## src/design/b62enc_pkg.sv

```systemverilog
package b62enc_pkg;

   // field widths
   localparam int VALUE_W    = 64;
   localparam int CHAR_W     = 8;
   localparam int CAP_W      = 8;
   localparam int DIGIT_W    = 6;
   localparam int BYTE_W     = 8;
   localparam int CNT_W      = 4;
   localparam int STEP_CNT_W = 3;
   localparam int CSR_DATA_W = 32;
   localparam int CSR_ADDR_W = 3;

   // radix and digit limits
   localparam int RADIX           = 62;
   localparam int MAX_DIGITS      = 11;
   localparam int STEPS_PER_DIGIT = VALUE_W / BYTE_W;

   // register map
   localparam logic [CAP_W-1:0] CAP_RESET        = 8'd13;
   localparam logic             REG_OUT_CAPACITY = 1'b0;

   // character codes
   localparam logic [CHAR_W-1:0] CHAR_ZERO  = 8'h30;
   localparam logic [CHAR_W-1:0] CHAR_LOWER = 8'h61;
   localparam logic [CHAR_W-1:0] CHAR_UPPER = 8'h41;
   localparam logic [CHAR_W-1:0] CHAR_MINUS = 8'h2d;
   localparam logic [CHAR_W-1:0] CHAR_FAIL  = 8'h00;

   // classified request handed from front to back
   typedef struct packed {
      logic               neg;
      logic               zero;
      logic               cap_fail;
      logic [VALUE_W-1:0] mag;
   } entry_type;

   // digit value 0..61 to its character: 0-9, a-z, A-Z
   function automatic logic [CHAR_W-1:0] digit_char(input logic [DIGIT_W-1:0] d);
      logic [CHAR_W-1:0] dx;
      logic [CHAR_W-1:0] ch;
      dx = {{(CHAR_W-DIGIT_W){1'b0}}, d};
      if (dx < 8'd10) begin
         ch = CHAR_ZERO + dx;
      end else if (dx < 8'd36) begin
         ch = CHAR_LOWER + dx - 8'd10;
      end else begin
         ch = CHAR_UPPER + dx - 8'd36;
      end
      return ch;
   endfunction

endpackage

```

## src/design/b62enc_front.sv

```systemverilog
module b62enc_front (
   input  logic [b62enc_pkg::CAP_W-1:0]   cap,
   input  logic                           req_valid,
   output logic                           req_stall,
   input  logic signed [b62enc_pkg::VALUE_W-1:0] req_value,
   input  logic                           q_full,
   output logic                           q_push,
   output b62enc_pkg::entry_type          q_data
);

   logic [b62enc_pkg::VALUE_W-1:0] bits;

   assign bits = req_value;

   // take a request whenever the queue has room
   assign req_stall = q_full;
   assign q_push    = req_valid && !q_full;

   // sign, magnitude (most negative value wraps to 2^63) and short cases
   always_comb begin
      q_data.neg      = bits[b62enc_pkg::VALUE_W-1];
      q_data.mag      = bits[b62enc_pkg::VALUE_W-1] ? (~bits + 64'd1) : bits;
      q_data.zero     = (bits == '0);
      q_data.cap_fail = (cap < 8'd2);
   end

endmodule

```

## src/design/b62enc_queue.sv

```systemverilog
module b62enc_queue #(
   parameter int DEPTH = 2
) (
   input  logic                  clock,
   input  logic                  reset,
   input  logic                  push,
   input  b62enc_pkg::entry_type push_data,
   output logic                  full,
   input  logic                  pop,
   output b62enc_pkg::entry_type pop_data,
   output logic                  empty
);

   localparam int PTR_W   = $clog2(DEPTH);
   localparam int COUNT_W = $clog2(DEPTH + 1);

   b62enc_pkg::entry_type mem_ff [DEPTH];
   logic [PTR_W-1:0]   wr_ptr_ff, wr_ptr_in;
   logic [PTR_W-1:0]   rd_ptr_ff, rd_ptr_in;
   logic [COUNT_W-1:0] count_ff,  count_in;

   assign full     = (count_ff == COUNT_W'(DEPTH));
   assign empty    = (count_ff == '0);
   assign pop_data = mem_ff[rd_ptr_ff];

   // pointer wrap and occupancy
   always_comb begin
      wr_ptr_in = wr_ptr_ff;
      rd_ptr_in = rd_ptr_ff;
      count_in  = count_ff;
      if (push) begin
         wr_ptr_in = (wr_ptr_ff == PTR_W'(DEPTH - 1)) ? '0 : wr_ptr_ff + 1'b1;
      end
      if (pop) begin
         rd_ptr_in = (rd_ptr_ff == PTR_W'(DEPTH - 1)) ? '0 : rd_ptr_ff + 1'b1;
      end
      if (push && !pop) begin
         count_in = count_ff + 1'b1;
      end else if (pop && !push) begin
         count_in = count_ff - 1'b1;
      end
   end

   always_ff @(posedge clock) begin
      if (push) begin
         mem_ff[wr_ptr_ff] <= push_data;
      end
      if (reset) begin
         wr_ptr_ff <= '0;
         rd_ptr_ff <= '0;
         count_ff  <= '0;
      end else begin
         wr_ptr_ff <= wr_ptr_in;
         rd_ptr_ff <= rd_ptr_in;
         count_ff  <= count_in;
      end
   end

endmodule

```

## src/design/b62enc_back.sv

```systemverilog
module b62enc_back (
   input  logic                              clock,
   input  logic                              reset,
   input  logic [b62enc_pkg::CAP_W-1:0]      cap,
   input  logic                              q_empty,
   output logic                              q_pop,
   input  b62enc_pkg::entry_type             q_data,
   output logic                              rsp_valid,
   input  logic                              rsp_stall,
   output logic [b62enc_pkg::CHAR_W-1:0]     rsp_char_code,
   output logic                              rsp_last,
   output logic                              rsp_ok
);

   typedef enum logic [2:0] {
      ST_IDLE,
      ST_DIV,
      ST_CHECK,
      ST_SIGN,
      ST_DIGITS,
      ST_SINGLE
   } state_type;

   state_type state_ff, state_in;

   logic [b62enc_pkg::VALUE_W-1:0]    div_ff, div_in;
   logic [b62enc_pkg::DIGIT_W-1:0]    rem_ff, rem_in;
   logic [b62enc_pkg::STEP_CNT_W-1:0] step_ff, step_in;
   logic [b62enc_pkg::CNT_W-1:0]      ndig_ff, ndig_in;
   logic [b62enc_pkg::CNT_W-1:0]      idx_ff, idx_in;
   logic                              neg_ff, neg_in;
   logic [b62enc_pkg::CHAR_W-1:0]     single_char_ff, single_char_in;
   logic                              single_ok_ff, single_ok_in;
   logic [b62enc_pkg::DIGIT_W-1:0]    digits_ff [b62enc_pkg::MAX_DIGITS];

   logic                              rsp_valid_ff, rsp_valid_in;
   logic [b62enc_pkg::CHAR_W-1:0]     rsp_char_ff, rsp_char_in;
   logic                              rsp_last_ff, rsp_last_in;
   logic                              rsp_ok_ff, rsp_ok_in;

   logic                              out_free;
   logic                              digit_we;
   logic [b62enc_pkg::BYTE_W-1:0]     q_byte;
   logic [b62enc_pkg::DIGIT_W-1:0]    rem_step;
   logic [b62enc_pkg::VALUE_W-1:0]    quo;
   logic [b62enc_pkg::CNT_W:0]        needed;

   assign rsp_valid     = rsp_valid_ff;
   assign rsp_char_code = rsp_char_ff;
   assign rsp_last      = rsp_last_ff;
   assign rsp_ok        = rsp_ok_ff;

   assign out_free = !rsp_valid_ff || !rsp_stall;

   // one byte of long division by the radix: eight compare-subtract steps
   always_comb begin
      logic [b62enc_pkg::DIGIT_W:0]   t;
      logic [b62enc_pkg::DIGIT_W-1:0] r;
      r      = rem_ff;
      q_byte = '0;
      for (int b = b62enc_pkg::BYTE_W - 1; b >= 0; b--) begin
         t = {r, div_ff[b62enc_pkg::VALUE_W - b62enc_pkg::BYTE_W + b]};
         if (t >= 7'(b62enc_pkg::RADIX)) begin
            q_byte[b] = 1'b1;
            r         = 6'(t - 7'(b62enc_pkg::RADIX));
         end else begin
            r = t[b62enc_pkg::DIGIT_W-1:0];
         end
      end
      rem_step = r;
      quo      = {div_ff[b62enc_pkg::VALUE_W-b62enc_pkg::BYTE_W-1:0], q_byte};
   end

   // sign + digits + terminator
   assign needed = {1'b0, ndig_ff} + {4'b0, neg_ff} + 5'd1;

   // sequencer and output register
   always_comb begin
      state_in       = state_ff;
      div_in         = div_ff;
      rem_in         = rem_ff;
      step_in        = step_ff;
      ndig_in        = ndig_ff;
      idx_in         = idx_ff;
      neg_in         = neg_ff;
      single_char_in = single_char_ff;
      single_ok_in   = single_ok_ff;
      rsp_valid_in   = rsp_valid_ff && rsp_stall;
      rsp_char_in    = rsp_char_ff;
      rsp_last_in    = rsp_last_ff;
      rsp_ok_in      = rsp_ok_ff;
      q_pop          = 1'b0;
      digit_we       = 1'b0;

      case (state_ff)
         ST_IDLE: begin
            if (!q_empty) begin
               q_pop   = 1'b1;
               neg_in  = q_data.neg;
               div_in  = q_data.mag;
               rem_in  = '0;
               step_in = '0;
               ndig_in = '0;
               if (q_data.cap_fail) begin
                  single_char_in = b62enc_pkg::CHAR_FAIL;
                  single_ok_in   = 1'b0;
                  state_in       = ST_SINGLE;
               end else if (q_data.zero) begin
                  single_char_in = b62enc_pkg::CHAR_ZERO;
                  single_ok_in   = 1'b1;
                  state_in       = ST_SINGLE;
               end else begin
                  state_in = ST_DIV;
               end
            end
         end
         ST_DIV: begin
            div_in  = quo;
            rem_in  = rem_step;
            step_in = step_ff + 1'b1;
            if (step_ff == 3'(b62enc_pkg::STEPS_PER_DIGIT - 1)) begin
               // digit complete: remainder is the next digit, least significant first
               digit_we = 1'b1;
               ndig_in  = ndig_ff + 1'b1;
               rem_in   = '0;
               if (quo == '0) begin
                  state_in = ST_CHECK;
               end
            end
         end
         ST_CHECK: begin
            idx_in = ndig_ff - 1'b1;
            if ({3'b0, needed} > cap) begin
               single_char_in = b62enc_pkg::CHAR_FAIL;
               single_ok_in   = 1'b0;
               state_in       = ST_SINGLE;
            end else if (neg_ff) begin
               state_in = ST_SIGN;
            end else begin
               state_in = ST_DIGITS;
            end
         end
         ST_SIGN: begin
            if (out_free) begin
               rsp_valid_in = 1'b1;
               rsp_char_in  = b62enc_pkg::CHAR_MINUS;
               rsp_last_in  = 1'b0;
               rsp_ok_in    = 1'b1;
               state_in     = ST_DIGITS;
            end
         end
         ST_DIGITS: begin
            if (out_free) begin
               rsp_valid_in = 1'b1;
               rsp_char_in  = b62enc_pkg::digit_char(digits_ff[idx_ff]);
               rsp_last_in  = (idx_ff == '0);
               rsp_ok_in    = 1'b1;
               if (idx_ff == '0) begin
                  state_in = ST_IDLE;
               end else begin
                  idx_in = idx_ff - 1'b1;
               end
            end
         end
         ST_SINGLE: begin
            if (out_free) begin
               rsp_valid_in = 1'b1;
               rsp_char_in  = single_char_ff;
               rsp_last_in  = 1'b1;
               rsp_ok_in    = single_ok_ff;
               state_in     = ST_IDLE;
            end
         end
         default: begin
            state_in = ST_IDLE;
         end
      endcase
   end

   always_ff @(posedge clock) begin
      div_ff         <= div_in;
      rem_ff         <= rem_in;
      step_ff        <= step_in;
      ndig_ff        <= ndig_in;
      idx_ff         <= idx_in;
      neg_ff         <= neg_in;
      single_char_ff <= single_char_in;
      single_ok_ff   <= single_ok_in;
      rsp_char_ff    <= rsp_char_in;
      rsp_last_ff    <= rsp_last_in;
      rsp_ok_ff      <= rsp_ok_in;
      if (digit_we) begin
         digits_ff[ndig_ff] <= rem_step;
      end
      if (reset) begin
         state_ff     <= ST_IDLE;
         rsp_valid_ff <= 1'b0;
      end else begin
         state_ff     <= state_in;
         rsp_valid_ff <= rsp_valid_in;
      end
   end

   // a failure result always closes its request
   a_fail_is_last: assert property (@(posedge clock) disable iff (reset)
      rsp_valid_ff && !rsp_ok_ff |-> rsp_last_ff)
      else $error("failure result without last");

   // digit count stays within the widest encoding
   a_ndig_bound: assert property (@(posedge clock) disable iff (reset)
      state_ff != ST_IDLE && state_ff != ST_SINGLE |->
         ndig_ff <= 4'(b62enc_pkg::MAX_DIGITS))
      else $error("digit count overflow");

   // emission only starts with at least one digit stored
   a_digits_present: assert property (@(posedge clock) disable iff (reset)
      state_ff == ST_SIGN || state_ff == ST_DIGITS |-> ndig_ff != '0)
      else $error("emission with no digits");

   // loading the final digit returns the sequencer to idle
   a_last_to_idle: assert property (@(posedge clock) disable iff (reset)
      state_ff == ST_DIGITS && out_free && idx_ff == '0 |=>
         state_ff == ST_IDLE && rsp_valid_ff && rsp_last_ff)
      else $error("final digit did not end the request");

endmodule

```

## src/design/base62_signed_encoder.sv

```systemverilog
// Flow: a request is pushed into the queue and dequeued by the sequencer; each base-62 digit
// takes a full pass of long division (one byte of the 64-bit magnitude per cycle through the
// long-division unit), then a capacity check, then one character per cycle while not stalled.
// The sequencer takes no new request until the last character of the one before is out, and
// the division unit bounds that; a 2-deep queue decouples intake from the sequencer.
// Reset (synchronous, active high) empties the queue and output, sets out_capacity to 13.
module base62_signed_encoder #(
   parameter int QUEUE_DEPTH = 2
) (
   input  logic                                   clock,
   input  logic                                   reset,
   input  logic                                   req_valid,
   output logic                                   req_stall,
   input  logic signed [b62enc_pkg::VALUE_W-1:0]  req_value,
   output logic                                   rsp_valid,
   input  logic                                   rsp_stall,
   output logic [b62enc_pkg::CHAR_W-1:0]          rsp_char_code,
   output logic                                   rsp_last,
   output logic                                   rsp_ok,
   input  logic                                   csr_psel,
   input  logic                                   csr_penable,
   input  logic                                   csr_pwrite,
   input  logic [b62enc_pkg::CSR_ADDR_W-1:0]      csr_paddr,
   input  logic [b62enc_pkg::CSR_DATA_W-1:0]      csr_pwdata,
   output logic [b62enc_pkg::CSR_DATA_W-1:0]      csr_prdata,
   output logic                                   csr_pready
);

   logic [b62enc_pkg::CAP_W-1:0] cap_ff, cap_in;
   logic                         reg_sel;
   logic                         q_full;
   logic                         q_empty;
   logic                         q_push;
   logic                         q_pop;
   b62enc_pkg::entry_type        q_wdata;
   b62enc_pkg::entry_type        q_rdata;

   // register file: out_capacity only
   assign reg_sel    = (csr_paddr[b62enc_pkg::CSR_ADDR_W-1] == b62enc_pkg::REG_OUT_CAPACITY);
   assign csr_pready = 1'b1;
   assign csr_prdata = reg_sel ? {{(b62enc_pkg::CSR_DATA_W-b62enc_pkg::CAP_W){1'b0}}, cap_ff}
                               : '0;

   always_comb begin
      cap_in = cap_ff;
      if (csr_psel && csr_penable && csr_pwrite && reg_sel) begin
         cap_in = csr_pwdata[b62enc_pkg::CAP_W-1:0];
      end
   end

   always_ff @(posedge clock) begin
      if (reset) begin
         cap_ff <= b62enc_pkg::CAP_RESET;
      end else begin
         cap_ff <= cap_in;
      end
   end

   // intake and classification
   b62enc_front u_front (
      .cap       (cap_ff),
      .req_valid (req_valid),
      .req_stall (req_stall),
      .req_value (req_value),
      .q_full    (q_full),
      .q_push    (q_push),
      .q_data    (q_wdata)
   );

   b62enc_queue #(
      .DEPTH (QUEUE_DEPTH)
   ) u_queue (
      .clock     (clock),
      .reset     (reset),
      .push      (q_push),
      .push_data (q_wdata),
      .full      (q_full),
      .pop       (q_pop),
      .pop_data  (q_rdata),
      .empty     (q_empty)
   );

   // digit conversion and character output
   b62enc_back u_back (
      .clock         (clock),
      .reset         (reset),
      .cap           (cap_ff),
      .q_empty       (q_empty),
      .q_pop         (q_pop),
      .q_data        (q_rdata),
      .rsp_valid     (rsp_valid),
      .rsp_stall     (rsp_stall),
      .rsp_char_code (rsp_char_code),
      .rsp_last      (rsp_last),
      .rsp_ok        (rsp_ok)
   );

endmodule

```

## config.mk

```make
export PLATFORM = sky130hd
export DESIGN_NAME = base62_signed_encoder
export DESIGN_NICKNAME = d
export VERILOG_FILES = /design/src/design/b62enc_pkg.sv /design/src/design/b62enc_front.sv /design/src/design/b62enc_queue.sv /design/src/design/b62enc_back.sv /design/src/design/base62_signed_encoder.sv
export SDC_FILE = /design/constraint.sdc
export NUM_CORES = 1
export LEC_CHECK = 0
export BUFFER_PORTS_ARGS = -buffer_cell sky130_fd_sc_hd__buf_4
export CAP_MARGIN = 20
export CORE_MARGIN = 3
export CORE_UTILIZATION = 65
export CTS_CLUSTER_SIZE = 14
export DETAILED_ROUTE_END_ITERATION = 12
export PLACE_DENSITY = 0.86
export SLEW_MARGIN = 10
export SYNTH_ARGS = -nofsm -noshare
export SYNTH_HDL_FRONTEND = slang
export SYNTH_SLANG_ARGS = --single-unit
```

## constraint.sdc

```tcl
create_clock -name clock -period 18.71 [get_ports clock]
set_input_delay 1.871 -clock clock [delete_from_list [all_inputs] [get_ports clock]]
set_output_delay 1.871 -clock clock [all_outputs]
set_load 0.02 [all_outputs]
```

==> impl_metrics.py, run 1 <==
metrics = {
    "hold_path": {
        "hp-start": "cap_ff[4]",
        "hold_class": "reg -> reg",
        "holdPathStages": 2,
        "worst_hold_path.endpoint": "cap_ff[4]",
    },
    "critical_path": {
        "cp-start-kind": "flip-flop",
        "critical_path_buf_inv_count": 4,
        "cp_num_cells": 46,
        "reg2reg_depth": 46,
        "cp-end-kind": "flip-flop",
        "critPathRequiredTime_ns": 18.90,
        "crit_slowest_cell": "a31oi_1",
        "worstReg2RegEnd": "u_back.digits_ff[0][4]",
        "critPathTopFamily": "compound AO/OA/AOI/OAI gates",
        "r2r-start": "u_back.rem_ff[0]",
        "r2r_slack_ns": 5.64,
        "arrival_ns": 13.26,
        "criticalPathCategory": "reg -> reg",
        "startpoint": "u_back.rem_ff[0]",
        "critPathMaxStageDelay_ns": 0.87,
        "cp_max_fo": 13,
        "path_common_cell": "ha_1",
    },
    "cts": {
        "insertion_delay_ns": 0.56,
        "cts_tree": "done",
        "hold_buffers": 0,
        "clock-sinks": 314,
        "cts-buffers-inserted": 30,
        "clockRootBuffer": "clkbuf_16",
        "cts_resized": 0,
        "cts.path.max_buffers": 3,
        "cts.clk_slew.worst_paths_ns": 0.06,
        "post_cts.repair.setup_buffers": 0,
        "htree_num_levels": 1,
    },
    "yosys": {
        "ys.flop_type": "edfxtp_1",
        "synth-seq-cells": 314,
        "synth_seq_area_share_pct": 55.81,
        "synthCells": 1362,
        "syn_area_per_cell_um2": 12.13,
        "syn_area_um2": 16520,
        "synth_edf_count": 293,
        "async_flop_share_pct": 0,
        "ys_types": 103,
        "ys.warnings.count": 0,
    },
    "routing": {
        "ant_nets": 0,
        "vias": 11200,
        "drtIter0Drc": 1138,
        "drc": 0,
        "wire_per_inst_um": 19.64,
        "first_pass_iters": 5,
        "viasPerCell": 6.276,
        "wl_mm": 35.06,
    },
    "global_routing": {
        "grt_pass1_wl_mm": 56.06,
        "grt_max_degree": 133,
        "overflow": 0,
        "antenna_found_initial": 0,
        "grt_usage_pct": 25.71,
        "grt_pass1_vias": 10920,
    },
    "layout": {
        "layout_commonest_cell": "edfxtp_1",
        "drive_above_1_share_pct": 15.74,
        "nFillCells": 1579,
        "regArea_um2": 9223,
        "antenna_cells": 0,
        "multiInputGateArea_um2": 6823,
        "final_cell_mix": "edfxtp_1 (293), nand2_1 (135), o21ai_0 (112), buf_4 (104), mux2i_1 (83)",
        "finalNetCount": 1573,
        "area_growth_syn_to_layout_pct": 11.49,
        "postLayoutCoreUtil_pct": 74.64,
    },
    "floorplanning": {
        "fp.dieArea_um2": 27360,
        "die_w_um": 165.4,
        "start_util_pct": 66.95,
        "core_um2": 24680,
        "rows": 57,
        "pin_count": 151,
        "die_y_um": 165.4,
    },
    "timing": {
        "slew_headroom_pct": 24.92,
        "timing.final.crit_period_ns": 13.07,
        "fmax_mhz": 76.54,
        "worstMarginPinSlew_ns": 1.121,
        "rsz0062_at_grt": "no",
        "fin_crit_sh_pct": 69.83,
        "fin_skew_ns": 0.01360,
        "finalHoldViolCount": 0,
        "setup-tns-final_ns": 0,
        "final-setup-viol-count": 0,
        "maxSlewViolCount": 0,
    },
    "flow_run": {
        "drv_cap": 0,
    },
    "placed_design": {
        "hpwlAfterDp_mm": 23.89,
        "gp_congestion": 0.8817,
        "port_buffers": 99,
    },
    "status": {
        "status": "finished clean",
    },
}
## sequential cells by signal (all words and copies together) (netlist names), 2 cells and up, named ones only
signal,count
u_back.digits_ff,66
u_back.rem_ff,6
u_back.div_ff,64
u_back.state_ff,3
u_back.rsp_char_code,8
cap_ff,8
u_back.idx_ff,4
u_queue.count_ff,2
u_back.ndig_ff,4
u_queue.mem_ff,134
u_back.step_ff,3
## cells in the mapped netlist, types with 12 or more instances
master	number	area [um^2]
dfxtp_1	21	420.4
mux2i_1	83	830.8
or3_1	19	118.9
nor3_1	17	85.08
mux4_2	16	360.4
and3_1	20	125.1
xnor2_1	74	648.1
mux2_2	17	191.4
and2_1	17	106.4
a211oi_1	12	90.09
nand3_1	14	70.07
inv_1	37	138.9
buf_4	25	187.7
ha_1	29	362.9
nand2b_1	15	93.84
nor4_1	24	150.1
a21oi_1	43	215.2
nand2_1	136	510.5
o21ai_0	112	560.5
edfxtp_1	293	8798
clkbuf_1	47	176.4
nor2b_1	15	93.84
xor2_1	15	131.4
o31ai_1	22	165.2
nor2_1	55	206.5
or4_1	15	112.6
## worst register-to-register path, delay by kind of cell (launching register included)
kind                     cells  cell delay, ns
XOR/XNOR                     5            1.20
flip-flops                   1            0.56
AND/OR/NAND/NOR             12            2.95
adder cells (fa/ha/maj)      8            2.47
AO/OA/AOI/OAI               17            5.02
buffers and inverters        4            0.54
## per-layer routing
metal  track usage, %  wire length, um  vias up
met5                0                0        -
met4            6.503              730        0
met3            2.968             1913       55
met2            45.60            18190      377
met1            34.02            14230     5459
li1                 -                -     5312
## per-stage QoR
step | cells | setup WS [ns] | hold WS, ns | area, um^2
2_1_floorplan | 1385 | 8.027 | 0.4444 | 16610
3_3_place_gp | 1728 | 6.217 | 0.4556 | 17370
3_5_place_dp | 1728 | 5.913 | 0.4654 | 17370
4_1_cts | 1783 | 5.794 | 0.4771 | 18370
5_1_grt | 1785 | 4.474 | 0.4917 | 18420
6_report | 1785 | 5.644 | 0.4811 | 18420
## cells by family (layout without fill, tap and decap cells)
| group | Yosys count | after routing | share of synthesized area, % |
|---|---|---|---|
| compound gates | 293 | 293 | 12.46 |
| xor+xnor | 90 | 90 | 4.885 |
| fa+ha+maj | 29 | 29 | 2.196 |
| buf+inv | 123 | 199 | 3.499 |
| flops | 314 | 314 | 55.81 |
| mux | 121 | 121 | 8.771 |
| other cells | 2 | 25 | 0.04546 |
| simple gates | 390 | 390 | 12.34 |
## how the worst max path moves through the flow
stage                                   to  slack, ns
floorplan           u_back.digits_ff[0][4]       8.03
global placement    u_back.digits_ff[8][2]       6.22
detailed placement  u_back.digits_ff[2][4]       5.91
CTS                 u_back.digits_ff[0][4]       5.79
global route        u_back.digits_ff[0][2]       4.47
finish              u_back.digits_ff[0][4]       5.64
## layout make-up
type / count / area share [%]
well taps: 324 / 2.201
inverters: 38 / 0.7745
clock inverters: 15 / 1.073
clock buffers: 40 / 4.334
repair buffers: 106 / 4.497
multi-input cells: 948 / 37.04
flip-flops and latches: 314 / 50.07
Power of run 1 is left out: the tool's default activity adds up to more than one toggle a clock period on the data nets, which glitch-free logic cannot reach.
==> run 2: changes to the inputs <==
--- a/config.mk
+++ b/config.mk
@@ -8,10 +8,10 @@
 export BUFFER_PORTS_ARGS = -buffer_cell sky130_fd_sc_hd__buf_4
 export CAP_MARGIN = 20
 export CORE_MARGIN = 3
-export CORE_UTILIZATION = 65
+export CORE_UTILIZATION = 60
 export CTS_CLUSTER_SIZE = 14
 export DETAILED_ROUTE_END_ITERATION = 12
-export PLACE_DENSITY = 0.86
+export PLACE_DENSITY = 0.8
 export SLEW_MARGIN = 10
 export SYNTH_ARGS = -nofsm -noshare
 export SYNTH_HDL_FRONTEND = slang
==> constraint.sdc (replaced) <==
create_clock -name clock -period 12.45 [get_ports clock]
set_input_delay 1.245 -clock clock [delete_from_list [all_inputs] [get_ports clock]]
set_output_delay 1.245 -clock clock [all_outputs]
set_load 0.02 [all_outputs]
==> impl_metrics.py, run 2 (same netlist as run 1, synthesis figures left out) <==
metrics = {
    "critical_path": {
        "cp-start-kind": "flip-flop",
        "criticalPathCategory": "reg -> reg",
        "path_common_cell": "ha_1",
        "r2r_slack_ns": 0.88,
        "arrival_ns": 11.80,
        "cp-end-kind": "flip-flop",
        "critPathRequiredTime_ns": 12.69,
        "crit_slowest_cell": "edfxtp_1",
        "cp_max_fo": 11,
        "critPathMaxStageDelay_ns": 0.54,
    },
    "timing": {
        "fin_skew_ns": 0.01355,
        "maxSlewViolCount": 0,
        "slew_headroom_pct": 37.39,
        "fmax_mhz": 86.46,
        "timing.final.crit_period_ns": 11.57,
        "worstMarginPinSlew_ns": 0.9392,
        "finalHoldViolCount": 0,
        "fin_crit_sh_pct": 92.90,
        "final-setup-viol-count": 0,
    },
    "routing": {
        "drtIter0Drc": 790,
        "wl_met3_mm": 1.699,
        "wire_per_inst_um": 19.34,
        "wl_mm": 35.07,
        "drc": 0,
        "viasPerCell": 6.179,
        "first_pass_iters": 5,
        "m1WireLength_mm": 14.31,
        "ant_nets": 0,
        "route.met2.wl_mm": 18.35,
        "vias": 11200,
        "highest_layer": "met4",
    },
    "global_routing": {
        "antenna_found_initial": 0,
        "grt_usage_pct": 23.33,
        "grt_max_degree": 132,
        "grt_pass1_vias": 10780,
        "overflow": 0,
        "grt_pass1_wl_mm": 55.48,
    },
    "floorplanning": {
        "fp.dieArea_um2": 29560,
        "die_y_um": 171.9,
        "start_util_pct": 61.13,
        "core_um2": 27030,
        "die_w_um": 171.9,
        "pin_count": 151,
        "rows": 60,
    },
    "placed_design": {
        "gp_congestion": 0.8920,
        "port_buffers": 99,
        "hpwlAfterDp_mm": 24.09,
    },
    "cts": {
        "clock-sinks": 314,
        "cts_tree": "done",
        "cts-buffers-inserted": 31,
        "hold_buffers": 0,
        "insertion_delay_ns": 0.58,
        "htree_num_levels": 1,
        "cts.path.max_buffers": 3,
        "cts.clk_slew.worst_paths_ns": 0.06,
        "clockRootBuffer": "clkbuf_16",
    },
    "status": {
        "status": "finished clean",
    },
    "layout": {
        "regMostFlops": "u_queue.mem_ff",
        "finalNetCount": 1582,
        "top_regs": "u_queue.mem_ff x134, u_back.digits_ff x66, u_back.div_ff x64",
        "postLayoutCoreUtil_pct": 68.67,
        "area_growth_syn_to_layout_pct": 12.35,
        "final_cell_mix": "edfxtp_1 (293), nand2_1 (135), buf_4 (113), o21ai_0 (112), mux2i_1 (83)",
        "multiInputGateArea_um2": 6877,
        "antenna_cells": 0,
        "largest_reg_flops": 134,
        "nFillCells": 1893,
        "layout_commonest_cell": "edfxtp_1",
        "drive_above_1_share_pct": 17.05,
        "regArea_um2": 9223,
    },
    "hold_path": {
        "hold_class": "reg -> reg",
    },
    "flow_run": {
        "drv_cap": 0,
    },
}
-- run 2: cell type report --
cell class / instances / area share (%)
Sequential cell: 314 / 49.69
Multi-Input combinational cell: 948 / 37.05
Timing Repair Buffer: 114 / 4.719
Clock buffer: 42 / 4.679
Tap cell: 341 / 2.299
Clock inverter: 16 / 0.7888
Inverter: 38 / 0.7686
-- run 2: through the flow --
| stage | cells | setup WS [ns] | hold WS, ns | cell area [um^2] | setup TNS [ns] |
|---|---|---|---|---|---|
| 2_1_floorplan | 1385 | 1.767 | 0.4444 | 16610 | 0 |
| 3_3_place_gp | 1752 | 0.6539 | 0.4568 | 17450 | 0 |
| 3_5_place_dp | 1752 | 0.1965 | 0.4609 | 17450 | 0 |
| 4_1_cts | 1810 | 0.1161 | 0.4698 | 18460 | 0 |
| 5_1_grt | 1813 | -0.01753 | 0.4930 | 18560 | -0.1818 |
| 6_report | 1813 | 0.8839 | 0.4727 | 18560 | 0 |
-- run 2: worst max-delay path, delay by kind of cell, from the launching register on --
kind | cells | cell delay (ns)
and+or+nand+nor | 13 | 3.08
AOI/OAI and AO/OA | 17 | 3.75
adders and majority gates | 8 | 2.16
xor gates and xnor gates | 5 | 1.09
DFF | 1 | 0.54
buffers and inverters | 5 | 0.58
-- run 2: timing repair --
action / CTS / global route
resized for setup: 0 / 11
hold endpoints to repair: 0 / 0
setup buffers: 0 / 2
setup endpoints to repair: 0 / 64
-- run 2: worst paths after layout --
check                           cells after the start              from                endpoint
worst min register to register                      2         cap_ff[7]               cap_ff[7]
worst max-delay path                               48  u_back.rem_ff[1]  u_back.digits_ff[3][4]
worst max register to register                     48  u_back.rem_ff[1]  u_back.digits_ff[3][4]
worst min-delay path                                2         cap_ff[7]               cap_ff[7]
-- run 2: per-layer routing --
layer / vias up / GRT usage [%]
met2: 325 / 41.87
met5: - / 0
li1: 5340 / -
met4: 0 / 6.352
met1: 5477 / 30.13
met3: 60 / 2.926
Power of run 2 is left out for the same reason.
==> run 3: changes to the inputs <==
--- a/config.mk
+++ b/config.mk
@@ -5,6 +5,7 @@
 export SDC_FILE = /design/constraint.sdc
 export NUM_CORES = 1
 export LEC_CHECK = 0
+export ABC_AREA = 1
 export BUFFER_PORTS_ARGS = -buffer_cell sky130_fd_sc_hd__buf_4
 export CAP_MARGIN = 20
 export CORE_MARGIN = 3
==> impl_metrics.py, run 3 <==
metrics = {
    "layout": {
        "postLayoutCoreUtil_pct": 69.20,
        "final_cells": 2124,
        "largest_reg_flops": 134,
        "final_cell_mix": "edfxtp_1 (293), nand2_1 (292), nor2_1 (210), inv_1 (161), buf_4 (108)",
        "finalNetCount": 1904,
        "regMostFlops": "u_queue.mem_ff",
        "top_regs": "u_queue.mem_ff x134, u_back.digits_ff x66, u_back.div_ff x64",
        "area_growth_syn_to_layout_pct": 11.88,
        "antenna_cells": 0,
        "drive_above_1_share_pct": 13.86,
        "layout_commonest_cell": "edfxtp_1",
    },
    "floorplanning": {
        "start_util_pct": 61.85,
        "die_y_um": 170.8,
        "die_w_um": 170.8,
        "rows": 59,
        "fp.dieArea_um2": 29180,
        "pin_count": 151,
        "core_um2": 26350,
    },
    "hold_path": {
        "hold_class": "reg -> reg",
    },
    "routing": {
        "vias": 12040,
        "drc": 0,
        "drtIter0Drc": 924,
        "viasPerCell": 5.670,
        "ant_nets": 0,
        "wire_per_inst_um": 16.46,
        "wl_mm": 34.96,
        "first_pass_iters": 5,
    },
    "global_routing": {
        "overflow": 0,
        "grt_pass1_wl_mm": 55.91,
        "grt_max_degree": 83,
        "grt_usage_pct": 23.59,
        "grt_pass1_vias": 11490,
        "antenna_found_initial": 0,
    },
    "yosys": {
        "synth.top_cell.area_share_pct": 53.98,
        "ys.warnings.count": 0,
        "ys.flop_type": "edfxtp_1",
        "synthTopCellsByCount": "edfxtp_1 (293), nand2_1 (293), nor2_1 (212)",
        "synth_top_area_cell": "edfxtp_1",
        "synth-seq-cells": 314,
        "async_flop_share_pct": 0,
        "synthCells": 1679,
        "synth_area_leaders": "edfxtp_1 (54%), nand2_1 (6.7%), nor2_1 (4.9%)",
        "ys_types": 47,
        "synth_seq_area_share_pct": 56.56,
        "synth_edf_count": 293,
        "syn_area_per_cell_um2": 9.709,
        "syn_area_um2": 16300,
    },
    "critical_path": {
        "critPathMaxStageDelay_ns": 0.65,
        "crit_slowest_cell": "xor2_1",
        "cp_max_fo": 12,
        "criticalPathCategory": "reg -> reg",
        "path_common_cell": "nand2_2",
        "cp-end-kind": "flip-flop",
        "critPathRequiredTime_ns": 12.85,
        "cp-start-kind": "flip-flop",
        "arrival_ns": 8.90,
    },
    "status": {
        "status": "finished clean",
    },
    "timing": {
        "worstMarginPinSlew_ns": 1.076,
        "fin_skew_ns": 0.02827,
        "layout_setup_ws_ns": 3.951,
        "finalHoldViolCount": 0,
        "rsz0062_at_grt": "no",
        "maxSlewViolCount": 0,
        "final-setup-viol-count": 0,
        "timing.final.crit_period_ns": 8.499,
        "fmax_mhz": 117.7,
        "setup-tns-final_ns": 0,
        "slew_headroom_pct": 27.70,
        "fin_crit_sh_pct": 68.26,
    },
    "cts": {
        "cts.path.max_buffers": 3,
        "cts.clk_slew.worst_paths_ns": 0.06,
        "htree_num_levels": 1,
        "clockRootBuffer": "clkbuf_16",
        "cts_tree": "done",
        "insertion_delay_ns": 0.57,
        "cts_resized": 0,
        "cts-buffers-inserted": 31,
        "post_cts.repair.setup_buffers": 0,
        "clock-sinks": 314,
        "hold_buffers": 0,
    },
    "placed_design": {
        "hpwlAfterDp_mm": 24.44,
        "port_buffers": 99,
        "gp_congestion": 0.8869,
        "placedCellCount": 2070,
        "pre_cts_ws_ns": 4.040,
    },
    "flow_run": {
        "drv_cap": 0,
    },
}
## run 3: changes by cell type after synthesis, sizes merged, moves of 20 or more
cell,change
a21oi,+23
or3,-20
nor2,+185
xnor2,-44
xor2,+30
inv,+133
nand3,+52
nand2,+194
mux2i,-68
a31oi,+55
nor3,+25
## run 3: routing by layer
metal	part of all wire, %	GRT usage [%]	routed length [um]	vias to the layer above
li1	-	-	-	5886
met1	41	30.91	14410	5715
met2	51	41.76	17680	365
met3	5.4	2.703	1890	77
met4	2.8	6.893	989	0
met5	0	0	0	-
## run 3: kinds of logic after synthesis
group           synth area share, %
fa+ha+maj                     2.226
mux                           1.167
flops                         56.56
other cells                 0.04607
simple gates                  20.47
buf+inv                       6.309
xor+xnor                      4.084
compound gates                9.142
## run 3: per-stage QoR
step	hold WS (ns)	instance area, um^2
5_1_grt	0.4678	18240
4_1_cts	0.4516	18230
2_1_floorplan	0.4255	16390
3_3_place_gp	0.4266	17260
3_5_place_dp	0.4469	17280
6_report	0.4559	18240
## run 3: cell type report
type | instances | area (um^2)
flip-flops and latches | 314 | 9220
clock buffers | 42 | 817.0
repair buffers | 110 | 835.8
clock inverters | 11 | 137.6
fillers | 1889 | 8117
well taps | 335 | 419.2
multi-input cells | 1139 | 6157
inverters | 173 | 650.6
## run 3: worst paths after layout
| path | endpoint | from | slack, ns | cells after the start |
|---|---|---|---|---|
| worst max-delay path | u_back.rem_ff[1] | u_back.rem_ff[0] | 3.95 | 57 |
| worst min-delay path | flip-flop | u_queue.rd_ptr_ff | 0.46 | 1 |
| worst max register to register | u_back.rem_ff[1] | u_back.rem_ff[0] | 3.95 | 57 |
| worst min register to register | flip-flop | u_queue.rd_ptr_ff | 0.46 | 1 |
## run 3: critical path, delay by kind of cell, from the launching register on
family,cells,cell delay [ns]
AND/OR/NAND/NOR,42,5.02
buffers and inverters,3,0.19
flip-flops,1,0.44
AO/OA/AOI/OAI,3,0.39
adder cells (fa/ha/maj),8,1.62
XOR/XNOR,1,0.65
Power of run 3 is left out for the same reason.
